===== src/hw/rtl/fme_pkg.sv =====
`default_nettype none
package fme_pkg;

    // Longest payload a start item may announce.
    localparam int unsigned MAX_PAYLOAD = 256;
    // Default depth of the command queue between front and back.
    localparam int unsigned QUEUE_DEPTH = 4;

    localparam logic OP_START   = 1'b0;
    localparam logic OP_PAYLOAD = 1'b1;

    // Configuration register indexes (byte address 4 * index).
    localparam logic [1:0] REG_SYNC_FIRST  = 2'd0;
    localparam logic [1:0] REG_SYNC_SECOND = 2'd1;
    localparam logic [1:0] REG_END_FIRST   = 2'd2;
    localparam logic [1:0] REG_END_SECOND  = 2'd3;

    // Output steps of the back end. A payload command enters at the payload step and,
    // when it closes the frame, shares the trailer steps with a zero-length start.
    localparam logic [3:0] STEP_SYNC_FIRST  = 4'd0;
    localparam logic [3:0] STEP_SYNC_SECOND = 4'd1;
    localparam logic [3:0] STEP_DEST        = 4'd2;
    localparam logic [3:0] STEP_SOURCE      = 4'd3;
    localparam logic [3:0] STEP_CLASS       = 4'd4;
    localparam logic [3:0] STEP_OPCODE      = 4'd5;
    localparam logic [3:0] STEP_FLAGS       = 4'd6;
    localparam logic [3:0] STEP_SEQ         = 4'd7;
    localparam logic [3:0] STEP_LEN_LOW     = 4'd8;
    localparam logic [3:0] STEP_LEN_HIGH    = 4'd9;
    localparam logic [3:0] STEP_SUM_LOW     = 4'd10;
    localparam logic [3:0] STEP_SUM_HIGH    = 4'd11;
    localparam logic [3:0] STEP_END_FIRST   = 4'd12;
    localparam logic [3:0] STEP_END_SECOND  = 4'd13;
    localparam logic [3:0] STEP_PAYLOAD     = STEP_LEN_HIGH;

    typedef enum logic [1:0] {
        CMD_START,
        CMD_PAYLOAD,
        CMD_ERROR
    } cmd_kind_t;

    typedef struct packed {
        cmd_kind_t   kind;
        logic        final_byte;   // frame closes after this command
        logic [7:0]  dest_addr;
        logic [7:0]  source_addr;
        logic [7:0]  msg_class;
        logic [7:0]  msg_opcode;
        logic [7:0]  flag_bits;
        logic [7:0]  seq_number;
        logic [15:0] payload_length;
        logic [7:0]  data_byte;
    } cmd_t;

    typedef struct packed {
        logic [7:0] sync_first;
        logic [7:0] sync_second;
        logic [7:0] end_first;
        logic [7:0] end_second;
    } cfg_t;

endpackage
`default_nettype wire


===== src/hw/rtl/framed_message_encoder_fletcher.sv =====
// Path: command queue, then back end command register, then output register.
// Throughput: one input item per cycle while the output side keeps up; the output
//   moves one byte per cycle unless out_stall holds it; a start emits 10 bytes (14
//   with no payload), a payload byte 1 (5 when it closes the frame), a reject 1.
// Reset: rst_n (async, active low) clears frame state, sums, queue and out_valid;
//   the sync and end marker registers reset to zero.
`default_nettype none
module framed_message_encoder_fletcher #(
    parameter int unsigned QUEUE_DEPTH = fme_pkg::QUEUE_DEPTH
) (
    input  wire logic        clk,
    input  wire logic        rst_n,

    // Configuration port
    input  wire logic        psel,
    input  wire logic        penable,
    input  wire logic        pwrite,
    input  wire logic [3:0]  paddr,
    input  wire logic [31:0] pwdata,
    output logic [31:0]      prdata,
    output logic             pready,

    // Input items
    input  wire logic        in_valid,
    output logic             in_stall,
    input  wire logic        op,
    input  wire logic [7:0]  dest_addr,
    input  wire logic [7:0]  source_addr,
    input  wire logic [7:0]  msg_class,
    input  wire logic [7:0]  msg_opcode,
    input  wire logic [7:0]  flag_bits,
    input  wire logic [7:0]  seq_number,
    input  wire logic [15:0] payload_length,
    input  wire logic [7:0]  data_byte,

    // Output bytes
    output logic             out_valid,
    input  wire logic        out_stall,
    output logic [7:0]       out_byte,
    output logic             last,
    output logic             frame_error
);

    // Marker registers. Writes land in the access phase; reads return the
    // register zero-extended to the bus width.
    fme_pkg::cfg_t cfg_reg, cfg_next;
    logic          cfg_write;

    assign pready    = 1'b1;
    assign cfg_write = psel && penable && pwrite;

    always_comb
    begin
        cfg_next = cfg_reg;
        if (cfg_write)
        begin
            unique case (paddr[3:2])
                fme_pkg::REG_SYNC_FIRST:  cfg_next.sync_first  = pwdata[7:0];
                fme_pkg::REG_SYNC_SECOND: cfg_next.sync_second = pwdata[7:0];
                fme_pkg::REG_END_FIRST:   cfg_next.end_first   = pwdata[7:0];
                fme_pkg::REG_END_SECOND:  cfg_next.end_second  = pwdata[7:0];
                default:                  cfg_next = cfg_reg;
            endcase
        end
    end

    always_comb
    begin
        unique case (paddr[3:2])
            fme_pkg::REG_SYNC_FIRST:  prdata = {24'd0, cfg_reg.sync_first};
            fme_pkg::REG_SYNC_SECOND: prdata = {24'd0, cfg_reg.sync_second};
            fme_pkg::REG_END_FIRST:   prdata = {24'd0, cfg_reg.end_first};
            fme_pkg::REG_END_SECOND:  prdata = {24'd0, cfg_reg.end_second};
            default:                  prdata = '0;
        endcase
    end

    always_ff @(posedge clk or negedge rst_n)
    begin
        if (!rst_n)
        begin
            cfg_reg <= '0;
        end
        else
        begin
            cfg_reg <= cfg_next;
        end
    end

    // Front end: classify each item against the open frame and queue a
    // command; payload bytes outside a frame are dropped here.
    fme_pkg::cmd_t push_cmd;
    fme_pkg::cmd_t head_cmd;
    logic          push;
    logic          queue_full;
    logic          pop;
    logic          head_valid;

    fme_front u_front (
        .clk            (clk),
        .rst_n          (rst_n),
        .in_valid       (in_valid),
        .in_stall       (in_stall),
        .op             (op),
        .dest_addr      (dest_addr),
        .source_addr    (source_addr),
        .msg_class      (msg_class),
        .msg_opcode     (msg_opcode),
        .flag_bits      (flag_bits),
        .seq_number     (seq_number),
        .payload_length (payload_length),
        .data_byte      (data_byte),
        .queue_full     (queue_full),
        .push           (push),
        .push_cmd       (push_cmd)
    );

    // Command queue: absorbs header and trailer bursts so the front keeps
    // taking items while the back serializes.
    fme_queue #(
        .DEPTH (QUEUE_DEPTH)
    ) u_queue (
        .clk        (clk),
        .rst_n      (rst_n),
        .push       (push),
        .push_cmd   (push_cmd),
        .full       (queue_full),
        .pop        (pop),
        .head_cmd   (head_cmd),
        .head_valid (head_valid)
    );

    // Back end: emit one byte per cycle into the output register unless the output
    // stalls, and keep the running check sums in emission order.
    fme_back u_back (
        .clk         (clk),
        .rst_n       (rst_n),
        .cfg         (cfg_reg),
        .head_cmd    (head_cmd),
        .head_valid  (head_valid),
        .pop         (pop),
        .out_valid   (out_valid),
        .out_stall   (out_stall),
        .out_byte    (out_byte),
        .last        (last),
        .frame_error (frame_error)
    );

endmodule
`default_nettype wire


===== src/hw/rtl/fme_queue.sv =====
`default_nettype none
module fme_queue #(
    parameter int unsigned DEPTH = fme_pkg::QUEUE_DEPTH
) (
    input  wire logic         clk,
    input  wire logic         rst_n,
    input  wire logic         push,
    input  wire fme_pkg::cmd_t push_cmd,
    output logic              full,
    input  wire logic         pop,
    output fme_pkg::cmd_t     head_cmd,
    output logic              head_valid
);

    localparam int unsigned PTR_W = (DEPTH > 1) ? $clog2(DEPTH) : 1;
    localparam int unsigned CNT_W = $clog2(DEPTH + 1);

    fme_pkg::cmd_t      entry_reg [DEPTH];
    logic [PTR_W-1:0]   wr_ptr_reg, wr_ptr_next;
    logic [PTR_W-1:0]   rd_ptr_reg, rd_ptr_next;
    logic [CNT_W-1:0]   count_reg, count_next;
    logic               do_push, do_pop;

    assign full       = (count_reg == CNT_W'(DEPTH));
    assign head_valid = (count_reg != '0);
    assign head_cmd   = entry_reg[rd_ptr_reg];
    assign do_push    = push && !full;
    assign do_pop     = pop && head_valid;

    always_comb
    begin
        wr_ptr_next = wr_ptr_reg;
        rd_ptr_next = rd_ptr_reg;
        count_next  = count_reg;
        if (do_push)
        begin
            wr_ptr_next = (wr_ptr_reg == PTR_W'(DEPTH - 1)) ? '0 : wr_ptr_reg + PTR_W'(1);
        end
        if (do_pop)
        begin
            rd_ptr_next = (rd_ptr_reg == PTR_W'(DEPTH - 1)) ? '0 : rd_ptr_reg + PTR_W'(1);
        end
        if (do_push && !do_pop)
        begin
            count_next = count_reg + CNT_W'(1);
        end
        else if (do_pop && !do_push)
        begin
            count_next = count_reg - CNT_W'(1);
        end
    end

    always_ff @(posedge clk or negedge rst_n)
    begin
        if (!rst_n)
        begin
            wr_ptr_reg <= '0;
            rd_ptr_reg <= '0;
            count_reg  <= '0;
        end
        else
        begin
            wr_ptr_reg <= wr_ptr_next;
            rd_ptr_reg <= rd_ptr_next;
            count_reg  <= count_next;
        end
    end

    always_ff @(posedge clk)
    begin
        if (do_push)
        begin
            entry_reg[wr_ptr_reg] <= push_cmd;
        end
    end

endmodule
`default_nettype wire


===== src/hw/rtl/fme_front.sv =====
`default_nettype none
module fme_front (
    input  wire logic          clk,
    input  wire logic          rst_n,
    input  wire logic          in_valid,
    output logic               in_stall,
    input  wire logic          op,
    input  wire logic [7:0]    dest_addr,
    input  wire logic [7:0]    source_addr,
    input  wire logic [7:0]    msg_class,
    input  wire logic [7:0]    msg_opcode,
    input  wire logic [7:0]    flag_bits,
    input  wire logic [7:0]    seq_number,
    input  wire logic [15:0]   payload_length,
    input  wire logic [7:0]    data_byte,
    input  wire logic          queue_full,
    output logic               push,
    output fme_pkg::cmd_t      push_cmd
);

    logic        in_frame_reg, in_frame_next;
    logic [15:0] remaining_reg, remaining_next;
    logic        accept;
    logic        too_long;

    assign in_stall = queue_full;
    assign accept   = in_valid && !queue_full;
    assign too_long = (payload_length > 16'(fme_pkg::MAX_PAYLOAD));

    always_comb
    begin
        in_frame_next  = in_frame_reg;
        remaining_next = remaining_reg;
        push           = 1'b0;

        push_cmd.kind           = fme_pkg::CMD_PAYLOAD;
        push_cmd.final_byte     = 1'b0;
        push_cmd.dest_addr      = dest_addr;
        push_cmd.source_addr    = source_addr;
        push_cmd.msg_class      = msg_class;
        push_cmd.msg_opcode     = msg_opcode;
        push_cmd.flag_bits      = flag_bits;
        push_cmd.seq_number     = seq_number;
        push_cmd.payload_length = payload_length;
        push_cmd.data_byte      = data_byte;

        if (accept)
        begin
            if (op == fme_pkg::OP_START)
            begin
                push = 1'b1;
                if (too_long)
                begin
                    // Reject the start and abandon any open frame.
                    push_cmd.kind  = fme_pkg::CMD_ERROR;
                    in_frame_next  = 1'b0;
                    remaining_next = '0;
                end
                else
                begin
                    push_cmd.kind       = fme_pkg::CMD_START;
                    push_cmd.final_byte = (payload_length == '0);
                    in_frame_next       = (payload_length != '0);
                    remaining_next      = payload_length;
                end
            end
            else if (in_frame_reg && remaining_reg != '0)
            begin
                push                = 1'b1;
                push_cmd.final_byte = (remaining_reg == 16'd1);
                remaining_next      = remaining_reg - 16'd1;
                in_frame_next       = (remaining_reg != 16'd1);
            end
            else
            begin
                // Drop a payload byte that arrives outside a frame.
                in_frame_next = 1'b0;
            end
        end
    end

    always_ff @(posedge clk or negedge rst_n)
    begin
        if (!rst_n)
        begin
            in_frame_reg  <= 1'b0;
            remaining_reg <= '0;
        end
        else
        begin
            in_frame_reg  <= in_frame_next;
            remaining_reg <= remaining_next;
        end
    end

endmodule
`default_nettype wire


===== src/hw/rtl/fme_back.sv =====
`default_nettype none
module fme_back (
    input  wire logic          clk,
    input  wire logic          rst_n,
    input  wire fme_pkg::cfg_t cfg,
    input  wire fme_pkg::cmd_t head_cmd,
    input  wire logic          head_valid,
    output logic               pop,
    output logic               out_valid,
    input  wire logic          out_stall,
    output logic [7:0]         out_byte,
    output logic               last,
    output logic               frame_error
);

    fme_pkg::cmd_t cmd_reg, cmd_next;
    logic          active_reg, active_next;
    logic [3:0]    step_reg, step_next;
    logic [7:0]    sum_low_reg, sum_low_next;
    logic [7:0]    sum_high_reg, sum_high_next;
    logic          out_valid_reg, out_valid_next;
    logic [7:0]    out_byte_reg, out_byte_next;
    logic          last_reg, last_next;
    logic          error_reg, error_next;

    logic          can_emit;
    logic          emit_last;
    logic          is_error;
    logic          summed;
    logic [7:0]    emit_byte;
    logic [7:0]    sum_low_add;

    assign out_valid   = out_valid_reg;
    assign out_byte    = out_byte_reg;
    assign last        = last_reg;
    assign frame_error = error_reg;

    assign is_error  = (cmd_reg.kind == fme_pkg::CMD_ERROR);
    assign can_emit  = active_reg && (!out_valid_reg || !out_stall);
    assign emit_last = is_error
                    || (step_reg == fme_pkg::STEP_LEN_HIGH && !cmd_reg.final_byte)
                    || (step_reg == fme_pkg::STEP_END_SECOND);
    assign pop       = head_valid && (!active_reg || (can_emit && emit_last));
    assign summed    = !is_error && step_reg >= fme_pkg::STEP_DEST
                    && step_reg <= fme_pkg::STEP_LEN_HIGH;
    assign sum_low_add = sum_low_reg + emit_byte;

    always_comb
    begin
        unique case (step_reg)
            fme_pkg::STEP_SYNC_FIRST:  emit_byte = is_error ? 8'h00 : cfg.sync_first;
            fme_pkg::STEP_SYNC_SECOND: emit_byte = cfg.sync_second;
            fme_pkg::STEP_DEST:        emit_byte = cmd_reg.dest_addr;
            fme_pkg::STEP_SOURCE:      emit_byte = cmd_reg.source_addr;
            fme_pkg::STEP_CLASS:       emit_byte = cmd_reg.msg_class;
            fme_pkg::STEP_OPCODE:      emit_byte = cmd_reg.msg_opcode;
            fme_pkg::STEP_FLAGS:       emit_byte = cmd_reg.flag_bits;
            fme_pkg::STEP_SEQ:         emit_byte = cmd_reg.seq_number;
            fme_pkg::STEP_LEN_LOW:     emit_byte = cmd_reg.payload_length[7:0];
            fme_pkg::STEP_LEN_HIGH:
            begin
                emit_byte = (cmd_reg.kind == fme_pkg::CMD_PAYLOAD)
                          ? cmd_reg.data_byte : cmd_reg.payload_length[15:8];
            end
            fme_pkg::STEP_SUM_LOW:     emit_byte = sum_low_reg;
            fme_pkg::STEP_SUM_HIGH:    emit_byte = sum_high_reg;
            fme_pkg::STEP_END_FIRST:   emit_byte = cfg.end_first;
            fme_pkg::STEP_END_SECOND:  emit_byte = cfg.end_second;
            default:                   emit_byte = 8'h00;
        endcase
    end

    always_comb
    begin
        cmd_next       = cmd_reg;
        active_next    = active_reg;
        step_next      = step_reg;
        sum_low_next   = sum_low_reg;
        sum_high_next  = sum_high_reg;
        out_valid_next = out_valid_reg;
        out_byte_next  = out_byte_reg;
        last_next      = last_reg;
        error_next     = error_reg;

        if (can_emit)
        begin
            out_valid_next = 1'b1;
            out_byte_next  = emit_byte;
            last_next      = emit_last;
            error_next     = is_error;
            if (is_error
                || (cmd_reg.kind == fme_pkg::CMD_START
                    && step_reg == fme_pkg::STEP_SYNC_FIRST))
            begin
                sum_low_next  = '0;
                sum_high_next = '0;
            end
            else if (summed)
            begin
                sum_low_next  = sum_low_add;
                sum_high_next = sum_high_reg + sum_low_add;
            end
        end
        else if (!out_stall)
        begin
            out_valid_next = 1'b0;
        end

        if (pop)
        begin
            cmd_next    = head_cmd;
            active_next = 1'b1;
            step_next   = (head_cmd.kind == fme_pkg::CMD_PAYLOAD)
                        ? fme_pkg::STEP_PAYLOAD : fme_pkg::STEP_SYNC_FIRST;
        end
        else if (can_emit && emit_last)
        begin
            active_next = 1'b0;
        end
        else if (can_emit)
        begin
            step_next = step_reg + 4'd1;
        end
    end

    always_ff @(posedge clk or negedge rst_n)
    begin
        if (!rst_n)
        begin
            active_reg    <= 1'b0;
            step_reg      <= fme_pkg::STEP_SYNC_FIRST;
            sum_low_reg   <= '0;
            sum_high_reg  <= '0;
            out_valid_reg <= 1'b0;
        end
        else
        begin
            active_reg    <= active_next;
            step_reg      <= step_next;
            sum_low_reg   <= sum_low_next;
            sum_high_reg  <= sum_high_next;
            out_valid_reg <= out_valid_next;
        end
    end

    always_ff @(posedge clk)
    begin
        cmd_reg      <= cmd_next;
        out_byte_reg <= out_byte_next;
        last_reg     <= last_next;
        error_reg    <= error_next;
    end

endmodule
`default_nettype wire

===== config.mk =====
export PLATFORM = sky130hd
export DESIGN_NAME = framed_message_encoder_fletcher
export DESIGN_NICKNAME = d
export VERILOG_FILES = /design/src/hw/rtl/fme_pkg.sv /design/src/hw/rtl/framed_message_encoder_fletcher.sv /design/src/hw/rtl/fme_queue.sv /design/src/hw/rtl/fme_front.sv /design/src/hw/rtl/fme_back.sv
export SDC_FILE = /design/constraint.sdc
export NUM_CORES = 1
export LEC_CHECK = 0
export BUFFER_PORTS_ARGS = -buffer_cell sky130_fd_sc_hd__buf_2
export CORE_UTILIZATION = 25
export DETAILED_ROUTE_END_ITERATION = 7
export GPL_TIMING_DRIVEN = 1
export PLACE_DENSITY = 0.47
export SYNTH_ARGS = -nofsm -noshare
export SYNTH_HDL_FRONTEND = slang
export SYNTH_SLANG_ARGS = --single-unit

===== constraint.sdc =====
create_clock -name clk -period 4.59 [get_ports clk]
set_input_delay 0.918 -clock clk [delete_from_list [all_inputs] [get_ports clk]]
set_output_delay 0.918 -clock clk [all_outputs]
set_load 0.03 [all_outputs]

==> results.ini <==
[synth]
synth_flop_cell=edfxtp_1
ys_seq_area_share_pct=71.7
yosys_warnings=0
yosysUniqueCellTypes=63
synth-seq-cells=463
avgSynthCellArea_um2=17.9
syn_inst=1050
synth-async-reset-ratio_pct=16.8
synth_edf_count=385
syn_area_mm2=0.0188

[sta]
drv_slew=0
min_period_over_period_pct=96.0
hold_violations=0
max_freq_mhz=227
finalClockSkew_ps=24.7
tightest_slew_ps=973
setup_violations=0
finalCriticalPeriod_ps=4410
slew_headroom_pct=34.7
fin_ws_ps=184
whs_ps=368

[placement]
placed_area_mm2=0.0209
placed_cells=2144
hpwl_um=30700
routabilityCongestion=0.845
pre_cts_slack_ps=-109
io_buffer_count=109

[power]
p_per_area_mw_per_mm2=707
irDropWorstVdd_mv=0.374
p_leak_nw=7.96
power_mw=16.1

[final_layout]
largest_register_ffs=300
final_cells=2244
nFillCells=7257
nets=1380
fin_area_mm2=0.0228
layout_common_cells=385 x edfxtp_1, 108 x buf_2, 87 x mux4_2
drive_gt1_share_pct=32.7
area_growth_pct=21.0
final_common_cell=edfxtp_1

[floorplanning]
die-height_um=277
row_count=100
start_util_pct=25.3
dieArea_mm2=0.0765
die_w_um=277
core_mm2=0.0744
ios=161

[cts]
clockRootBuffer=clkbuf_16
cts.clk_slew.worst_paths_ps=60
cts_buffers=50
tritoncts=built
htree_levels=2
cts_sinks=463
clock_path_buffers=3
clk_latency_ps=620

[routing]
dr.pass1.iters=5
post_drt_via_cell_ratio=4.48
wl_um=45700
ant_nets=0
vias=10100
drt_iter0_markers=640
wl_per_cell_um=20.4
drc=0

[grt]
grt_antenna_before_repair=11
grt_pass1_wl_um=68100
grt_max_degree=67
grt_pass1_vias=10400
grt_overflow_total=0
grt_use_total_pct=11.9

[critical_path]
startpoint_type=register
worstPathRequired_ps=5080
crit_type=reg -> reg
path_max_fanout=8
critical_path_arrival_ps=4890
crit_path_end_kind=register

[outcome]
status=finished clean

[min_path]
min_path_type=in -> async

[job]
maxCapViolations=0

## stage by stage
step                      TNS [ps]  utilization (%)
after global routing         -12.4             30.6
after detailed placement      -109             28.1
after floorplan                  0                -
final                            0             30.6
after CTS                        0             30.4
after global placement       -96.4             28.1
## power breakdown
| group | leakage [nW] | internal [mW] | switching (mW) | total (mW) |
|---|---|---|---|---|
| Combinational | 2.65 | 2.77 | 3.03 | 5.80 |
| Clock | 0.829 | 2.43 | 1.69 | 4.12 |
| Sequential | 4.49 | 5.58 | 0.615 | 6.19 |
## cell type report
cell class,instances,area (µm²),area share [%]
well taps,969,1210,5.32
diodes,2,5.00,0.0220
clock buffers,60,1300,5.70
flip-flops and latches,463,13500,59.3
multi-input cells,513,5090,22.3
repair buffers,180,1170,5.13
clock inverters,32,405,1.78
inverters,25,95.1,0.417
## routing by layer
layer / vias up / GRT usage (%) / wire [µm]
li1: 4544 / - / -
met1: 5155 / 15.6 / 20100
met2: 248 / 19.5 / 21700
met3: 91 / 2.79 / 2580
met4: 16 / 3.58 / 1170
met5: - / 0 / 99
## synth_stat cells, types with 4 or more instances
library cell	number	area (µm²)
a221oi_1	9	78.8
a31oi_1	7	43.8
mux4_2	87	1960
nor3_1	12	60.1
a22o_1	8	70.1
ha_1	28	350
buf_2	14	70.1
a21o_1	9	67.6
dfrtp_1	78	1950
mux2i_1	10	100
inv_1	23	86.3
buf_1	12	45.0
nand4_1	4	25.0
a32oi_1	6	52.6
a22oi_1	10	75.1
a222oi_1	12	120
o22ai_1	5	31.3
o21ai_1	4	20.0
and2_1	9	56.3
buf_4	25	188
nand2_1	47	176
clkbuf_1	20	75.1
xor2_1	5	43.8
edfxtp_1	385	11600
a21oi_1	31	155
mux2_2	35	394
nor2_1	34	128
xnor2_1	11	96.3
nand3_1	7	35.0
o21ai_0	35	175
nor4_1	8	50.1
o31ai_1	9	67.6
## worst paths after layout
path	from	end	slack, ps	cells after the start
setup reg to reg	u_back.step_reg[1]	u_back.sum_high_reg[7]	180	17
min in group clk	u_back.active_reg	u_back.out_valid	490	1
hold / removal	rst_n	u_front.remaining_reg[8]	370	1
max in group asynchronous	rst_n	cfg_reg[18]	3270	2
setup / recovery	u_back.step_reg[1]	u_back.sum_high_reg[7]	180	17
hold reg to reg	u_back.active_reg	u_back.out_valid	490	1
## critical path, cell delays in order (launching register included)
cell,delay (ps)
dfrtp_2,460
ha_4,220
buf_4,140
buf_4,150
a22o_1,210
a221oi_1,510
mux4_2,370
o2111ai_1,240
ha_1,420
xnor2_2,160
ha_1,300
o21a_1,120
nor2_1,40
a31oi_1,180
xnor2_1,150
xnor3_1,260
a21o_1,190
a21o_1,160
## kinds of logic after synthesis
family / Yosys count / synth area share, %
multiplexers: 132 / 13.0
AND/OR/NAND/NOR: 145 / 3.76
XOR/XNOR: 17 / 0.863
AO/OA/AOI/OAI: 163 / 5.86
flip-flops: 463 / 71.7
buffers and inverters: 97 / 2.56
other: 2 / 0.0399
adder cells (fa/ha/maj): 31 / 2.18
## what timing repair did
item | CTS | global route
setup buffers | 0 | 6
resized for setup | 6 | 27
pin swaps | 1 | 16
hold endpoints to repair | 0 | 0
hold buffers | 0 | 0
setup endpoints to repair | 1 | 1
Note: power is estimated with default switching activity, not from simulation.
